File: config.mk
export PLATFORM = sky130hd
export DESIGN_NAME = page_table_frame_allocator_top
export DESIGN_NICKNAME = d
export VERILOG_FILES = /design/src/ptfa_pkg.sv /design/src/ptfa_bitmap.sv /design/src/ptfa_table.sv /design/src/ptfa_ctrl.sv /design/src/page_table_frame_allocator_top.sv
export SDC_FILE = /design/constraint.sdc
export NUM_CORES = 1
export LEC_CHECK = 0
export BUFFER_PORTS_ARGS = -buffer_cell sky130_fd_sc_hd__buf_4
export CAP_MARGIN = 20
export CORE_MARGIN = 8
export CORE_UTILIZATION = 45
export DETAILED_ROUTE_END_ITERATION = 8
export GPL_TIMING_DRIVEN = 0
export PLACE_DENSITY_LB_ADDON = 0.1
export SYNTH_ARGS = -nofsm -noshare
export SYNTH_HDL_FRONTEND = slang
export SYNTH_SLANG_ARGS = --single-unit
File: constraint.sdc
create_clock -name clk -period 5.1 [get_ports clk]
set_clock_uncertainty 0.1 [all_clocks]
set_input_delay 1.02 -clock clk [delete_from_list [all_inputs] [get_ports clk]]
set_output_delay 1.02 -clock clk [all_outputs]
set_load 0.05 [all_outputs]
File: src/ptfa_pkg.sv
// ----------------------------------------------------------------------------
// ptfa_pkg
// Shared types and constants of the page table frame allocator.
// ----------------------------------------------------------------------------
package ptfa_pkg;

    localparam int PTFA_PAGES  = 64;
    localparam int PTFA_FRAMES = 256;

    // Bitmap is stored as rows of this many frame bits
    localparam int MAP_WORD_W = 32;
    localparam int MAP_BIT_W  = 5;

    // Request kinds
    localparam logic KIND_GROW   = 1'b0;
    localparam logic KIND_SHRINK = 1'b1;

    // Result status codes
    typedef enum logic [1:0] {
        STATUS_OK        = 2'd0,
        STATUS_NO_FRAMES = 2'd1,
        STATUS_TOO_BIG   = 2'd2
    } status_t;

    typedef struct packed {
        status_t    status;
        logic [5:0] page_index;
        logic [7:0] frame_number;
        logic       changed;
        logic [6:0] valid_pages;
        logic       last;
    } rsp_t;

endpackage

File: src/ptfa_bitmap.sv
// ----------------------------------------------------------------------------
// ptfa_bitmap
// Frame occupancy bitmap: one synchronous RAM of 32-bit rows, one write and
// one read port and a registered read. A per-row valid bit makes rows that
// were never written read as all free.
// ----------------------------------------------------------------------------
module ptfa_bitmap
    import ptfa_pkg::*;
#(
    parameter int FRAMES = PTFA_FRAMES
)
(
    input  logic                                         clk,
    input  logic                                         rst_n,
    input  logic                                         rd_en,
    input  logic [((FRAMES + MAP_WORD_W - 1) / MAP_WORD_W > 1 ?
                  $clog2((FRAMES + MAP_WORD_W - 1) / MAP_WORD_W) : 1) - 1:0] rd_addr,
    output logic [MAP_WORD_W-1:0]                        rd_data,
    input  logic                                         wr_en,
    input  logic [((FRAMES + MAP_WORD_W - 1) / MAP_WORD_W > 1 ?
                  $clog2((FRAMES + MAP_WORD_W - 1) / MAP_WORD_W) : 1) - 1:0] wr_addr,
    input  logic [MAP_WORD_W-1:0]                        wr_data
);

    localparam int MAP_WORDS = (FRAMES + MAP_WORD_W - 1) / MAP_WORD_W;

    logic [MAP_WORD_W-1:0] map_mem [MAP_WORDS];
    logic                  row_valid_reg [MAP_WORDS];
    logic [MAP_WORD_W-1:0] rdata_reg;
    logic                  rvalid_reg;

    always_ff @(posedge clk)
    begin
        if (wr_en)
        begin
            map_mem[wr_addr] <= wr_data;
        end
        if (rd_en)
        begin
            rdata_reg <= map_mem[rd_addr];
        end
    end

    always_ff @(posedge clk or negedge rst_n)
    begin
        if (!rst_n)
        begin
            for (int i = 0; i < MAP_WORDS; i++)
            begin
                row_valid_reg[i] <= 1'b0;
            end
            rvalid_reg <= 1'b0;
        end
        else
        begin
            if (wr_en)
            begin
                row_valid_reg[wr_addr] <= 1'b1;
            end
            if (rd_en)
            begin
                rvalid_reg <= row_valid_reg[rd_addr];
            end
        end
    end

    // Unwritten rows hold no frames in use
    assign rd_data = rvalid_reg ? rdata_reg : '0;

endmodule

File: src/ptfa_table.sv
// ----------------------------------------------------------------------------
// ptfa_table
// Page table RAM: frame number of each valid page, one write and one read
// port and a registered read. Only valid pages are ever read back.
// ----------------------------------------------------------------------------
module ptfa_table
    import ptfa_pkg::*;
#(
    parameter int PAGES  = PTFA_PAGES,
    parameter int FRAMES = PTFA_FRAMES
)
(
    input  logic                                    clk,
    input  logic                                    rd_en,
    input  logic [(PAGES > 1 ? $clog2(PAGES) : 1)-1:0] rd_addr,
    output logic [$clog2(FRAMES)-1:0]               rd_data,
    input  logic                                    wr_en,
    input  logic [(PAGES > 1 ? $clog2(PAGES) : 1)-1:0] wr_addr,
    input  logic [$clog2(FRAMES)-1:0]               wr_data
);

    logic [$clog2(FRAMES)-1:0] page_mem [PAGES];
    logic [$clog2(FRAMES)-1:0] rdata_reg;

    always_ff @(posedge clk)
    begin
        if (wr_en)
        begin
            page_mem[wr_addr] <= wr_data;
        end
        if (rd_en)
        begin
            rdata_reg <= page_mem[rd_addr];
        end
    end

    assign rd_data = rdata_reg;

endmodule

File: src/ptfa_ctrl.sv
// ----------------------------------------------------------------------------
// ptfa_ctrl
// Request sequencer: checks a request against the counters, walks the bitmap
// for free frames on grow, releases frames from the top page on shrink, and
// holds each result in an output register.
// ----------------------------------------------------------------------------
module ptfa_ctrl
    import ptfa_pkg::*;
#(
    parameter int PAGES  = PTFA_PAGES,
    parameter int FRAMES = PTFA_FRAMES
)
(
    input  logic                                         clk,
    input  logic                                         rst_n,
    // request
    input  logic                                         req_valid,
    output logic                                         req_ready,
    input  logic                                         req_kind,
    input  logic [6:0]                                   req_count,
    // result
    output logic                                         rsp_valid,
    input  logic                                         rsp_ready,
    output rsp_t                                         rsp,
    // bitmap RAM
    output logic                                         map_rd_en,
    output logic [((FRAMES + MAP_WORD_W - 1) / MAP_WORD_W > 1 ?
                  $clog2((FRAMES + MAP_WORD_W - 1) / MAP_WORD_W) : 1) - 1:0] map_rd_addr,
    input  logic [MAP_WORD_W-1:0]                        map_rd_data,
    output logic                                         map_wr_en,
    output logic [((FRAMES + MAP_WORD_W - 1) / MAP_WORD_W > 1 ?
                  $clog2((FRAMES + MAP_WORD_W - 1) / MAP_WORD_W) : 1) - 1:0] map_wr_addr,
    output logic [MAP_WORD_W-1:0]                        map_wr_data,
    // page table RAM
    output logic                                         tbl_rd_en,
    output logic [(PAGES > 1 ? $clog2(PAGES) : 1)-1:0]   tbl_rd_addr,
    input  logic [$clog2(FRAMES)-1:0]                    tbl_rd_data,
    output logic                                         tbl_wr_en,
    output logic [(PAGES > 1 ? $clog2(PAGES) : 1)-1:0]   tbl_wr_addr,
    output logic [$clog2(FRAMES)-1:0]                    tbl_wr_data
);

    localparam int MAP_WORDS = (FRAMES + MAP_WORD_W - 1) / MAP_WORD_W;
    localparam int WIW       = (MAP_WORDS > 1) ? $clog2(MAP_WORDS) : 1;
    localparam int PIW       = (PAGES > 1) ? $clog2(PAGES) : 1;
    localparam int FW        = $clog2(FRAMES);
    localparam int FCW       = $clog2(FRAMES + 1);
    localparam int CMPW      = (FCW > 7) ? FCW : 7;
    localparam int FULLW     = WIW + MAP_BIT_W;
    localparam int F8W       = FW + 8;

    typedef enum logic [5:0] {
        ST_IDLE   = 6'b000001,
        ST_G_READ = 6'b000010,
        ST_G_LOAD = 6'b000100,
        ST_G_PICK = 6'b001000,
        ST_S_RDP  = 6'b010000,
        ST_S_RDB  = 6'b100000
    } state_t;

    // Shrink clear step is taken in ST_S_RDB's successor
    typedef enum logic {
        CLR_OFF = 1'b0,
        CLR_ON  = 1'b1
    } clr_t;

    state_t                state_reg, state_next;
    clr_t                  clr_reg, clr_next;
    logic [6:0]            valid_cnt_reg, valid_cnt_next;
    logic [FCW-1:0]        free_cnt_reg, free_cnt_next;
    logic [6:0]            target_reg, target_next;
    logic [6:0]            rem_reg, rem_next;
    logic [WIW-1:0]        widx_reg, widx_next;
    logic [MAP_WORD_W-1:0] word_reg, word_next;
    logic [FW-1:0]         frame_reg, frame_next;
    logic                  out_valid_reg, out_valid_next;
    rsp_t                  out_reg, out_next;

    logic                  out_free;
    logic                  emit;
    rsp_t                  res;
    logic [MAP_BIT_W-1:0]  pick;
    logic [MAP_WORD_W-1:0] word_new;
    logic [FULLW-1:0]      pick_frame;
    logic [FULLW-1:0]      rd_frame_x;
    logic [FULLW-1:0]      cur_frame_x;
    logic [F8W-1:0]        pick_frame8;
    logic [F8W-1:0]        cur_frame8;
    logic [6:0]            need;
    logic [6:0]            rel;
    logic [6:0]            valid_inc;
    logic [6:0]            valid_dec;

    // Lowest free frame bit of the current row
    always_comb
    begin
        pick = '0;
        for (int i = MAP_WORD_W - 1; i >= 0; i--)
        begin
            if (!word_reg[i])
            begin
                pick = MAP_BIT_W'(i);
            end
        end
    end

    assign word_new    = word_reg | (MAP_WORD_W'(1) << pick);
    assign pick_frame  = {widx_reg, pick};
    assign pick_frame8 = F8W'(pick_frame[FW-1:0]);
    assign rd_frame_x  = FULLW'(tbl_rd_data);
    assign cur_frame_x = FULLW'(frame_reg);
    assign cur_frame8  = F8W'(frame_reg);
    assign need        = req_count - valid_cnt_reg;
    assign rel         = (req_count > valid_cnt_reg) ? valid_cnt_reg : req_count;
    assign valid_inc   = valid_cnt_reg + 7'd1;
    assign valid_dec   = valid_cnt_reg - 7'd1;

    assign out_free  = !out_valid_reg || rsp_ready;
    assign req_ready = (state_reg == ST_IDLE) && (clr_reg == CLR_OFF) && out_free;
    assign rsp_valid = out_valid_reg;
    assign rsp       = out_reg;

    always_comb
    begin
        state_next     = state_reg;
        clr_next       = clr_reg;
        valid_cnt_next = valid_cnt_reg;
        free_cnt_next  = free_cnt_reg;
        target_next    = target_reg;
        rem_next       = rem_reg;
        widx_next      = widx_reg;
        word_next      = word_reg;
        frame_next     = frame_reg;
        emit           = 1'b0;
        res            = '0;
        res.valid_pages = valid_cnt_reg;
        res.last       = 1'b1;
        map_rd_en      = 1'b0;
        map_rd_addr    = widx_reg;
        map_wr_en      = 1'b0;
        map_wr_addr    = widx_reg;
        map_wr_data    = word_new;
        tbl_rd_en      = 1'b0;
        tbl_rd_addr    = valid_dec[PIW-1:0];
        tbl_wr_en      = 1'b0;
        tbl_wr_addr    = valid_cnt_reg[PIW-1:0];
        tbl_wr_data    = pick_frame[FW-1:0];

        if (clr_reg == CLR_ON)
        begin
            // Release the top page: frame row is in map_rd_data
            map_wr_addr = cur_frame_x[FULLW-1:MAP_BIT_W];
            map_wr_data = map_rd_data
                          & ~(MAP_WORD_W'(1) << cur_frame_x[MAP_BIT_W-1:0]);
            if (out_free)
            begin
                map_wr_en        = 1'b1;
                free_cnt_next    = free_cnt_reg + FCW'(1);
                valid_cnt_next   = valid_dec;
                rem_next         = rem_reg - 7'd1;
                emit             = 1'b1;
                res.status       = STATUS_OK;
                res.page_index   = valid_dec[5:0];
                res.frame_number = cur_frame8[7:0];
                res.changed      = 1'b1;
                res.valid_pages  = valid_dec;
                res.last         = (rem_reg == 7'd1);
                clr_next         = CLR_OFF;
                state_next       = (rem_reg == 7'd1) ? ST_IDLE : ST_S_RDP;
            end
        end
        else
        begin
            case (state_reg)
                ST_IDLE:
                begin
                    if (req_valid && req_ready)
                    begin
                        if (req_kind == KIND_GROW)
                        begin
                            if (req_count > 7'(PAGES))
                            begin
                                emit       = 1'b1;
                                res.status = STATUS_TOO_BIG;
                            end
                            else if (req_count <= valid_cnt_reg)
                            begin
                                emit       = 1'b1;
                                res.status = STATUS_OK;
                            end
                            else if (CMPW'(need) > CMPW'(free_cnt_reg))
                            begin
                                emit       = 1'b1;
                                res.status = STATUS_NO_FRAMES;
                            end
                            else
                            begin
                                target_next = req_count;
                                widx_next   = '0;
                                state_next  = ST_G_READ;
                            end
                        end
                        else
                        begin
                            if (rel == 7'd0)
                            begin
                                emit       = 1'b1;
                                res.status = STATUS_OK;
                            end
                            else
                            begin
                                rem_next   = rel;
                                state_next = ST_S_RDP;
                            end
                        end
                    end
                end

                ST_G_READ:
                begin
                    map_rd_en  = 1'b1;
                    state_next = ST_G_LOAD;
                end

                ST_G_LOAD:
                begin
                    word_next  = map_rd_data;
                    state_next = ST_G_PICK;
                end

                ST_G_PICK:
                begin
                    if (&word_reg)
                    begin
                        // Row full: advance to the next one
                        widx_next  = widx_reg + WIW'(1);
                        state_next = ST_G_READ;
                    end
                    else if (out_free)
                    begin
                        map_wr_en        = 1'b1;
                        tbl_wr_en        = 1'b1;
                        word_next        = word_new;
                        free_cnt_next    = free_cnt_reg - FCW'(1);
                        valid_cnt_next   = valid_inc;
                        emit             = 1'b1;
                        res.status       = STATUS_OK;
                        res.page_index   = valid_cnt_reg[5:0];
                        res.frame_number = pick_frame8[7:0];
                        res.changed      = 1'b1;
                        res.valid_pages  = valid_inc;
                        res.last         = (valid_inc == target_reg);
                        if (valid_inc == target_reg)
                        begin
                            state_next = ST_IDLE;
                        end
                    end
                end

                ST_S_RDP:
                begin
                    tbl_rd_en  = 1'b1;
                    state_next = ST_S_RDB;
                end

                ST_S_RDB:
                begin
                    frame_next  = tbl_rd_data;
                    map_rd_en   = 1'b1;
                    map_rd_addr = rd_frame_x[FULLW-1:MAP_BIT_W];
                    clr_next    = CLR_ON;
                end

                default:
                begin
                    state_next = ST_IDLE;
                end
            endcase
        end

        out_valid_next = out_valid_reg && !rsp_ready;
        out_next       = out_reg;
        if (emit)
        begin
            out_valid_next = 1'b1;
            out_next       = res;
        end
    end

    always_ff @(posedge clk or negedge rst_n)
    begin
        if (!rst_n)
        begin
            state_reg     <= ST_IDLE;
            clr_reg       <= CLR_OFF;
            valid_cnt_reg <= '0;
            free_cnt_reg  <= FCW'(FRAMES);
            out_valid_reg <= 1'b0;
        end
        else
        begin
            state_reg     <= state_next;
            clr_reg       <= clr_next;
            valid_cnt_reg <= valid_cnt_next;
            free_cnt_reg  <= free_cnt_next;
            out_valid_reg <= out_valid_next;
        end
    end

    always_ff @(posedge clk)
    begin
        target_reg <= target_next;
        rem_reg    <= rem_next;
        widx_reg   <= widx_next;
        word_reg   <= word_next;
        frame_reg  <= frame_next;
        out_reg    <= out_next;
    end

endmodule

File: src/page_table_frame_allocator_top.sv
// ----------------------------------------------------------------------------
// page_table_frame_allocator_top
// Bitmap frame allocator with a page table, stream request and result ports.
// ----------------------------------------------------------------------------
// A grow request assigns the lowest free frames to pages from the current
// count up to the target, one result per page; a shrink request releases
// pages from the top and frees their frames, one result per page. Rejected
// or empty requests give one status-only result. One request is worked on
// at a time. A grow loads each bitmap row of 32 frames it visits and steps
// over each full row, since the free frame search reads the bitmap RAM row by
// row from frame 0, and assigns one frame per page. A shrink takes each page
// through page table read, bitmap row read and row write back. A result
// stalled on the result port holds the sequencer. The bitmap is empty right
// after reset with no clearing pass. A new request is taken only while the
// output register is empty or its result transfers in the same cycle.
// ----------------------------------------------------------------------------
module page_table_frame_allocator_top
    import ptfa_pkg::*;
#(
    parameter int PAGES  = PTFA_PAGES,
    parameter int FRAMES = PTFA_FRAMES
)
(
    input  logic        clk,
    input  logic        rst_n,
    input  logic        s_axis_tvalid,
    output logic        s_axis_tready,
    input  logic [7:0]  s_axis_tdata,   // [6:0] page_count, [7] zero
    input  logic        s_axis_tuser,   // [0] kind
    output logic        m_axis_tvalid,
    input  logic        m_axis_tready,
    output logic [23:0] m_axis_tdata,   // [1:0] status, [7:2] page_index,
                                        // [15:8] frame_number,
                                        // [22:16] valid_pages, [23] zero
    output logic        m_axis_tuser,   // [0] changed
    output logic        m_axis_tlast    // last result of the request
);

    localparam int MAP_WORDS = (FRAMES + MAP_WORD_W - 1) / MAP_WORD_W;
    localparam int WIW       = (MAP_WORDS > 1) ? $clog2(MAP_WORDS) : 1;
    localparam int PIW       = (PAGES > 1) ? $clog2(PAGES) : 1;
    localparam int FW        = $clog2(FRAMES);

    rsp_t                  rsp;
    logic                  map_rd_en;
    logic [WIW-1:0]        map_rd_addr;
    logic [MAP_WORD_W-1:0] map_rd_data;
    logic                  map_wr_en;
    logic [WIW-1:0]        map_wr_addr;
    logic [MAP_WORD_W-1:0] map_wr_data;
    logic                  tbl_rd_en;
    logic [PIW-1:0]        tbl_rd_addr;
    logic [FW-1:0]         tbl_rd_data;
    logic                  tbl_wr_en;
    logic [PIW-1:0]        tbl_wr_addr;
    logic [FW-1:0]         tbl_wr_data;

    ptfa_ctrl #(
        .PAGES  (PAGES),
        .FRAMES (FRAMES)
    ) u_ctrl (
        .clk         (clk),
        .rst_n       (rst_n),
        .req_valid   (s_axis_tvalid),
        .req_ready   (s_axis_tready),
        .req_kind    (s_axis_tuser),
        .req_count   (s_axis_tdata[6:0]),
        .rsp_valid   (m_axis_tvalid),
        .rsp_ready   (m_axis_tready),
        .rsp         (rsp),
        .map_rd_en   (map_rd_en),
        .map_rd_addr (map_rd_addr),
        .map_rd_data (map_rd_data),
        .map_wr_en   (map_wr_en),
        .map_wr_addr (map_wr_addr),
        .map_wr_data (map_wr_data),
        .tbl_rd_en   (tbl_rd_en),
        .tbl_rd_addr (tbl_rd_addr),
        .tbl_rd_data (tbl_rd_data),
        .tbl_wr_en   (tbl_wr_en),
        .tbl_wr_addr (tbl_wr_addr),
        .tbl_wr_data (tbl_wr_data)
    );

    ptfa_bitmap #(
        .FRAMES (FRAMES)
    ) u_bitmap (
        .clk     (clk),
        .rst_n   (rst_n),
        .rd_en   (map_rd_en),
        .rd_addr (map_rd_addr),
        .rd_data (map_rd_data),
        .wr_en   (map_wr_en),
        .wr_addr (map_wr_addr),
        .wr_data (map_wr_data)
    );

    ptfa_table #(
        .PAGES  (PAGES),
        .FRAMES (FRAMES)
    ) u_table (
        .clk     (clk),
        .rd_en   (tbl_rd_en),
        .rd_addr (tbl_rd_addr),
        .rd_data (tbl_rd_data),
        .wr_en   (tbl_wr_en),
        .wr_addr (tbl_wr_addr),
        .wr_data (tbl_wr_data)
    );

    assign m_axis_tdata = {1'b0, rsp.valid_pages, rsp.frame_number,
                           rsp.page_index, rsp.status};
    assign m_axis_tuser = rsp.changed;
    assign m_axis_tlast = rsp.last;

endmodule

# [After elaboration in Yosys (flattened, before gate mapping)]
# Memories as Yosys holds them, arrays and structs flattened. A register that Yosys moved wholly into a read port is not among the register bits.
# Cells that the tools add are included.
[totals] latch_bits=0 in_bits=13 ram_bits=768 mem_count=2 out_inout_bits=28 romBits=0 register_bits=115 wordCells=223
[op_classes] n_eq_ne=27 n_mux=118 n_div=0 n_bitwise=11 magnitude_cmp=7 multipliers=0 n_reduce_logical=24 addsub=7 shifts=2
[memory_table] memory="u_table.page_mem" depth=64 width=8 rd=1 rd_clocked_by_memory_dff=1 write_ports=1 line="ptfa_table.sv:22" source="logic [$clog2(FRAMES)-1:0] page_mem [PAGES];"
[memory_table] memory="u_bitmap.map_mem" depth=8 width=32 rd=1 rd_clocked_by_memory_dff=1 write_ports=1 line="ptfa_bitmap.sv:27" source="logic [MAP_WORD_W-1:0] map_mem [MAP_WORDS];"
[op_table] operator="5-bit 2-to-1 mux" count=33
[op_table] operator="32-bit 2-to-1 mux" count=4
[op_table] operator="7-bit 2-to-1 mux" count=12
[op_table] operator="23-bit 2-to-1 mux" count=3
[op_table] operator="6-bit 2-to-1 mux" count=11
[op_table] operator="32-bit case mux with 2 select lines" count=1
[op_table] operator="1-bit by 5-bit << shifter with 32-bit output, first input constant" count=2
[op_table] operator="25-bit 2-to-1 mux" count=2
[op_table] operator="9-bit 2-to-1 mux" count=5
[op_table] operator="6-bit case mux with 6 select lines" count=1
[op_table] operator="32-bit bitwise AND" count=1
[op_table] operator="32-bit inverter" count=1
[op_table] operator="32-bit OR" count=1
[op_table] operator="32-bit AND reduction" count=1
[op_table] operator="1-bit 2-to-1 mux" count=28
[op_table] operator="3-bit 2-to-1 mux" count=9
[op_table] operator="4-bit by 3-bit inequality test with 1-bit output, second input constant" count=4
[op_table] operator="2-bit inequality test, second input constant" count=7
[op_table] operator="7-bit by 1-bit subtractor with 7-bit output, second input constant" count=2
[op_table] operator="2-bit nonzero test" count=6
[op_table] operator="2-bit by 1-bit inequality test with 1-bit output, second input constant" count=5
[op_table] operator="9-bit by 1-bit adder with 9-bit output, second input constant" count=1
[op_table] operator="7-bit by 9-bit > comparator with 1-bit output" count=1
[op_table] operator="9-bit AND reduction" count=1
[op_table] operator="40 further kinds" count=54

# [Depth between registers and ports, before layout]
[logic_depth] word_depth=37 ltp_mapped=18 mapped_depth_nobuf=17

# [Modules after synthesis]
# From an unflattened synthesis, not the netlist that was laid out.
[hier_totals] hier_cells=2231 area_unflattened_um2=38799.7
[by_module_without_submodules] module="ptfa_table" instances=1 area_per_inst_um2=20270.7 seq_area_each_um2=15615.0 cells_per_inst=972
[by_module_without_submodules] module="ptfa_bitmap" instances=1 area_per_inst_um2=11292.1 seq_area_each_um2=8873.5 cells_per_inst=475
[by_module_without_submodules] module="ptfa_ctrl" instances=1 area_per_inst_um2=7225.7 seq_area_each_um2=3065.4 cells_per_inst=782
[by_module_without_submodules] module="page_table_frame_allocator_top" instances=1 area_per_inst_um2=11.3 seq_area_each_um2=0.0 cells_per_inst=2

# [Worst setup path before layout]
# No wires, ideal clock.
[synth_timing] path_type="input -> register" from="in s_axis_tdata[0]" to="reg u_ctrl.out_reg (netlist bit u_ctrl.rsp[0]) (enable)" required_ns=4.555 arrival_ns=5.253 path_buffers=0 slack_ns=-0.698 setup_time_ns=0.445 cell_stages=16 cell_sequence="inv_1 ha_1 inv_1 fa_1 a21o_1 a21oi_1 o21bai_1 a21oi_1 xnor2_1 ha_1 nand3_1 nor2_1 nor4_1 or3_1 nor2_1 o31ai_1"
[synth_between] elab_chain_len=9 elab_cells_between_ends=15 classes_between="add/sub (1); order compare (4); mux (9); reduce/logical (1)"
[synth_lines] element="start: declaration" line="page_table_frame_allocator_top.sv:28" source="input logic [7:0] s_axis_tdata,"
[synth_lines] element="7-bit subtractor" line="ptfa_ctrl.sv:113" source="assign need = req_count - valid_cnt_reg;"
[synth_lines] element="7-bit by 9-bit > comparator with 1-bit output" line="ptfa_ctrl.sv:191" source="else if (CMPW'(need) > CMPW'(free_cnt_reg))"
[synth_lines] element="1-bit 2-to-1 mux" line="ptfa_ctrl.sv:191"
[synth_lines] element="1-bit 2-to-1 mux" line="ptfa_ctrl.sv:186" source="else if (req_count <= valid_cnt_reg)"
[synth_lines] element="1-bit 2-to-1 mux" line="ptfa_ctrl.sv:181" source="if (req_count > 7'(PAGES))"
[synth_lines] element="1-bit 2-to-1 mux *" line="ptfa_ctrl.sv:179" source="if (req_kind == KIND_GROW)"
[synth_lines] element="1-bit 2-to-1 mux *" line="ptfa_ctrl.sv:177" source="if (req_valid && req_ready)"
[synth_lines] element="1-bit case mux with 2 select lines *" line="ptfa_ctrl.sv:174" source="case (state_reg)"
[synth_lines] element="1-bit 2-to-1 mux *" line="ptfa_ctrl.sv:149" source="if (clr_reg == CLR_ON)"
[synth_lines] element="via u_ctrl.emit" line="ptfa_ctrl.sv:80" source="logic emit;"
[synth_lines] element="end signal: assignment" line="ptfa_ctrl.sv:317" source="out_reg <= out_next;"
[synth_lines] element="end: declaration" line="ptfa_ctrl.sv:77" source="rsp_t out_reg, out_next;"
# The timed path passes the listed nets; every way through them passes the cells marked *.
# A chain may end at the register's enable or synchronous reset.

# [Worst setup path after layout]
[layout_timing] from="reg u_ctrl.valid_cnt_reg[0]" to="reg u_table.rdata_reg[7], in the netlist u_table.rd_data[7], read port of u_table.page_mem (data pin)"
[layout_between] elab_chain_len=1
[layout_lines] element="start: declaration" line="ptfa_ctrl.sv:69" source="logic [6:0] valid_cnt_reg, valid_cnt_next;"
[layout_lines] element="start signal: assignment" line="ptfa_ctrl.sv:304" source="valid_cnt_reg <= valid_cnt_next;"
[layout_lines] element="7-bit by 1-bit subtractor with 7-bit output" line="ptfa_ctrl.sv:116" source="assign valid_dec = valid_cnt_reg - 7'd1;"
[layout_lines] element="end: declaration" line="ptfa_table.sv:23" source="logic [$clog2(FRAMES)-1:0] rdata_reg;"
# Every way passes these cells.

==> results list <==
- The flow ran to the end, and the final reports show no timing, DRC or antenna violations.
* Synth Net Count: 2,140
- Cells along the critical path: buf_6, buf_2, inv_1, ha_1, clkbuf_1, buf_2, clkbuf_1, mux4_2, mux4_2, mux4_1
- The largest single stage delay on the critical path is 0.59 ns.
- After detailed routing, the number of vias per cell comes to 5.951.
* Required time of the worst setup path: 5.37 ns
* Final cycle utilization of the critical path: 0.9621
- In this run, the number of DRC markers left after iteration 0 of detailed routing was 2,377.
- The via count of the first global-routing pass is 21,272.
- Horizontal extent of the die: 307.9 um
* I/O pin cnt: 41
- Busiest layer in global routing: met2
- Detailed placement finished with a half-perimeter wire length of 67,380 um.
* TritonCTS clock tree: done
* Met2 demand-to-capacity share in global routing: 0.3340
- RSZ-0062 raised after global routing: no
- Antenna violations before repair: 0
- At the worst endpoint, the arrival time is about 5.2 ns.
* Placer Congestion: 0.9323
* Layout area overhead: 15.07%
- Filler Cells Inserted: 6,819
- The first detailed-routing pass ran for 6 iterations.
- The critical path is of the reg2reg type.
- Row cnt: ~110
- Power share of the clock group: 0.306
* Most used cells in the layout excluding fill and tap cells: sky130_fd_sc_hd__edfxtp_1 (890), sky130_fd_sc_hd__mux4_2 (232), sky130_fd_sc_hd__nand2_1 (135)
- Setup crit end kind: register
- First-pass GRT wire length: between 100,000 and 150,000 um
- Cell Area, Synth: 38,340 um2
* Number of warnings reported in the yosys synthesis log: 0
* Number of input and output port buffers inserted: 38
- Inserted Diodes: 0
* Registers with the highest flip-flop counts: u_table.page_mem: 512 flops, u_bitmap.map_mem: 256 flops
* Die height: 307.9 um
- Setup violations remaining at the end of the flow were counted as 0.
- The die covers 94,790 um2.
* Average cell area after synthesis: roughly 18 um2
- Entering global routing, the biggest net connects between 40 and 50 pins.
* Final TNS setup: 0 ns
- Internal reg-to-reg setup slack: 0.19 ns
- Number of nets in the final layout: 2,316
- For this run, design rule violations remaining after detail routing come to 0.
- Total wirelength of the detailed-routed design: approximately 100,000 um
* Total area of sequential cells: ~28,000 um2
- Power density cells: 535.1 nW/um2
- Internal power comes to 16,190 uW.
- In this design, the largest share of critical-path delay is due to buffers and inverters.
- Maximum ir drop on the vdd rail: between 0.3 and 0.4 mV
- DR WL/cell: 28.34 um
- The share of total power dissipated in sequential elements is 0.388.
- For this run, the register share of the synthesized area comes to 0.7188.
- # clock sinks: 923
- Of the cells placed in the final design, the portion with a size suffix greater than 1 is 0.2426.
* Count of maximum capacitance violations: 0
* GR Util met1: 0.2965
* Switching power summed over all nets: 7412 uW
* Number of buffers and inverters on the critical path: 6
- Summing all non-filler instances in the final layout gives an area of about 44,000 um2.
* Placed Cells incl. Taps: 3,311
* Proportion of synthesized flip-flops having asynchronous set or reset: 0.03575
- Number of buffers inserted during clock tree synthesis: 99
- Time the final worst path needs with I/O delays and setup: 4.907 ns
* CTS clock-pin slew for the worst setup and hold paths: ~0.06 ns
- For met3 alone, demand over resource in global routing was 0.03325.
- Measured against its own limit, the worst slew margin works out to 0.2855.
* Gate Count Post-Synth: 2,097
- The clock passes through at most 3 buffers.
- Predominant post-synthesis flop cell: sky130_fd_sc_hd__edfxtp_1
- Clock tree synthesis selected as its root buffer the cell sky130_fd_sc_hd__clkbuf_16.
* Total of hold buffers inserted after clock tree synthesis: 0
- The largest individual stage delay along the critical path comes from the cell sky130_fd_sc_hd__mux4_1.
* Clock insertion delay at the later pin of the skew report: 0.66 ns
- Summing all multi-input logic gate instances after layout gives 10,210 um2.
* Overall routing resource usage: 0.2096
* Standard cell area after detailed placement: 40,740 um2
- Final number of max-transition violations: 0
- Cell variety after synth: about 80
* Congestion Overflow GR: 0
- Counting flops with a built-in enable in the synthesized netlist gives 890.
* Reported leakage power: 0.01440 uW
- Final total power: 23,610 uW
- The H-tree generated during clock tree synthesis spans 3 levels.
- Core region area: ~85,000 um2
* Hold Path Class: in2async
- After the flow finishes, the layout carries non-filler instances totaling between 3,000 and 4,000.
- Synthesis inferred between 900 and 1,000 register bits.
- Starting Density: 0.4524
* Maximum operating frequency: 203.8 MHz
- Measured slew at the worst slew-check pin: 1.061 ns
- Of the total power, the share spent switching nets is 0.3140.
- The register with the most flip-flops in the layout has 512 of them.
* Critical Path Source Type: register
- Most flop-heavy register: u_table.page_mem
* Leading cell type in the layout, fill and taps excluded: sky130_fd_sc_hd__edfxtp_1
* Hold Fails Final Rpt: 0
- Of the total power, combinational logic draws 0.305.
* Via count: 20,815
* Top fanout value on the critical path: 10
* DRT antenna net count: 0
-- per-stage QoR --
stage / utilization / hold WS, ns / setup WS (ns)
5_1_grt: 0.5205 / 0.2458 / 0.006656
2_1_floorplan: - / 0.3003 / 0.07828
6_report: 0.5205 / 0.2416 / 0.1933
3_5_place_dp: 0.4807 / 0.3066 / -0.1518
3_3_place_gp: 0.4727 / 0.3071 / -1.560
4_1_cts: 0.5198 / 0.2163 / 0.09920
-- layout make-up --
class                   count  share of cell area
flip-flops and latches    923              0.6246
multi-input cells        1021              0.2315
clock buffers             116             0.05832
well taps                1144             0.03245
repair buffers             75             0.02099
clock inverters            66             0.01659
plain buffers             112             0.01200
inverters                  41            0.003489
-- cell families (layout without fill, tap and decap cells) --
logic type      count (synthesis)  in the layout  synth area share
compound gates                249            249           0.04302
xor+xnor                       38             38          0.008682
fa+ha+maj                      30             30           0.01018
buf+inv                       153            410           0.01772
flops                         923            923            0.7188
mux                           275            275            0.1495
other cells                     1              1        0.00009782
simple gates                  428            428           0.05209
-- repair_timing --
action / CTS / global route
pin swaps: 0 / 1
buffers inserted: 0 / 1
gates resized for setup: 1 / 7
endpoints found under the setup margin: 15 / 27
hold endpoints to repair: 0 / 0
-- synth_stat cells, types with 8 or more instances --
| master | count | area [um2] |
|---|---|---|
| sky130_fd_sc_hd__o21ai_0 | 69 | 345.3 |
| sky130_fd_sc_hd__nand4_1 | 30 | 187.7 |
| sky130_fd_sc_hd__o221ai_1 | 15 | 131.4 |
| sky130_fd_sc_hd__xnor2_1 | 27 | 236.5 |
| sky130_fd_sc_hd__nand3_1 | 36 | 180.2 |
| sky130_fd_sc_hd__a21o_1 | 9 | 67.56 |
| sky130_fd_sc_hd__a211oi_1 | 13 | 97.59 |
| sky130_fd_sc_hd__mux2i_1 | 8 | 80.08 |
| sky130_fd_sc_hd__and2_1 | 8 | 50.05 |
| sky130_fd_sc_hd__xor2_1 | 11 | 96.34 |
| sky130_fd_sc_hd__nor2_1 | 139 | 521.8 |
| sky130_fd_sc_hd__a31oi_1 | 8 | 50.05 |
| sky130_fd_sc_hd__ha_1 | 28 | 350.3 |
| sky130_fd_sc_hd__buf_2 | 25 | 125.1 |
| sky130_fd_sc_hd__mux4_2 | 232 | 5225 |
| sky130_fd_sc_hd__mux2_2 | 33 | 371.6 |
| sky130_fd_sc_hd__nand2_1 | 135 | 506.7 |
| sky130_fd_sc_hd__inv_1 | 37 | 138.9 |
| sky130_fd_sc_hd__dfrtp_1 | 31 | 775.7 |
| sky130_fd_sc_hd__nor3_1 | 16 | 80.08 |
| sky130_fd_sc_hd__a21oi_1 | 50 | 250.2 |
| sky130_fd_sc_hd__clkbuf_1 | 67 | 251.5 |
| sky130_fd_sc_hd__o311ai_1 | 12 | 105.1 |
| sky130_fd_sc_hd__nor2b_1 | 11 | 68.82 |
| sky130_fd_sc_hd__o311ai_0 | 14 | 122.6 |
| sky130_fd_sc_hd__edfxtp_1 | 890 | 26730 |
-- final timing paths --
| path | startpoint | cells after the start | end |
|---|---|---|---|
| max in group asynchronous | rst_n | 1 | u_bitmap.row_valid_reg[3] |
| worst max register to register | u_ctrl.valid_cnt_reg[0] | 10 | u_table.rd_data[7] |
| worst max-delay path | u_ctrl.valid_cnt_reg[0] | 10 | u_table.rd_data[7] |
| worst min register to register | u_table.rd_data[2] | 0 | u_ctrl.cur_frame_x[2] |
| worst min-delay path | rst_n | 1 | u_ctrl.rsp_valid |
| min in group clk | u_table.rd_data[2] | 0 | u_ctrl.cur_frame_x[2] |
-- power by group through the flow --
stage          clock (uW)  sequential, uW  combinational [uW]
2_1_floorplan           0            9460                4510
3_3_place_gp            0            9430                6900
3_5_place_dp            0            9320                7230
4_1_cts              7400            9170                7260
5_1_grt              7660            9200                7680
6_report             7230            9170                7200
-- layer usage --
layer	share of wire	wire, um
met1	0.43	42780
met2	0.47	46970
met3	0.063	6256
met4	0.032	3131
met5	0	0
Power figures use the tool's default switching activity.
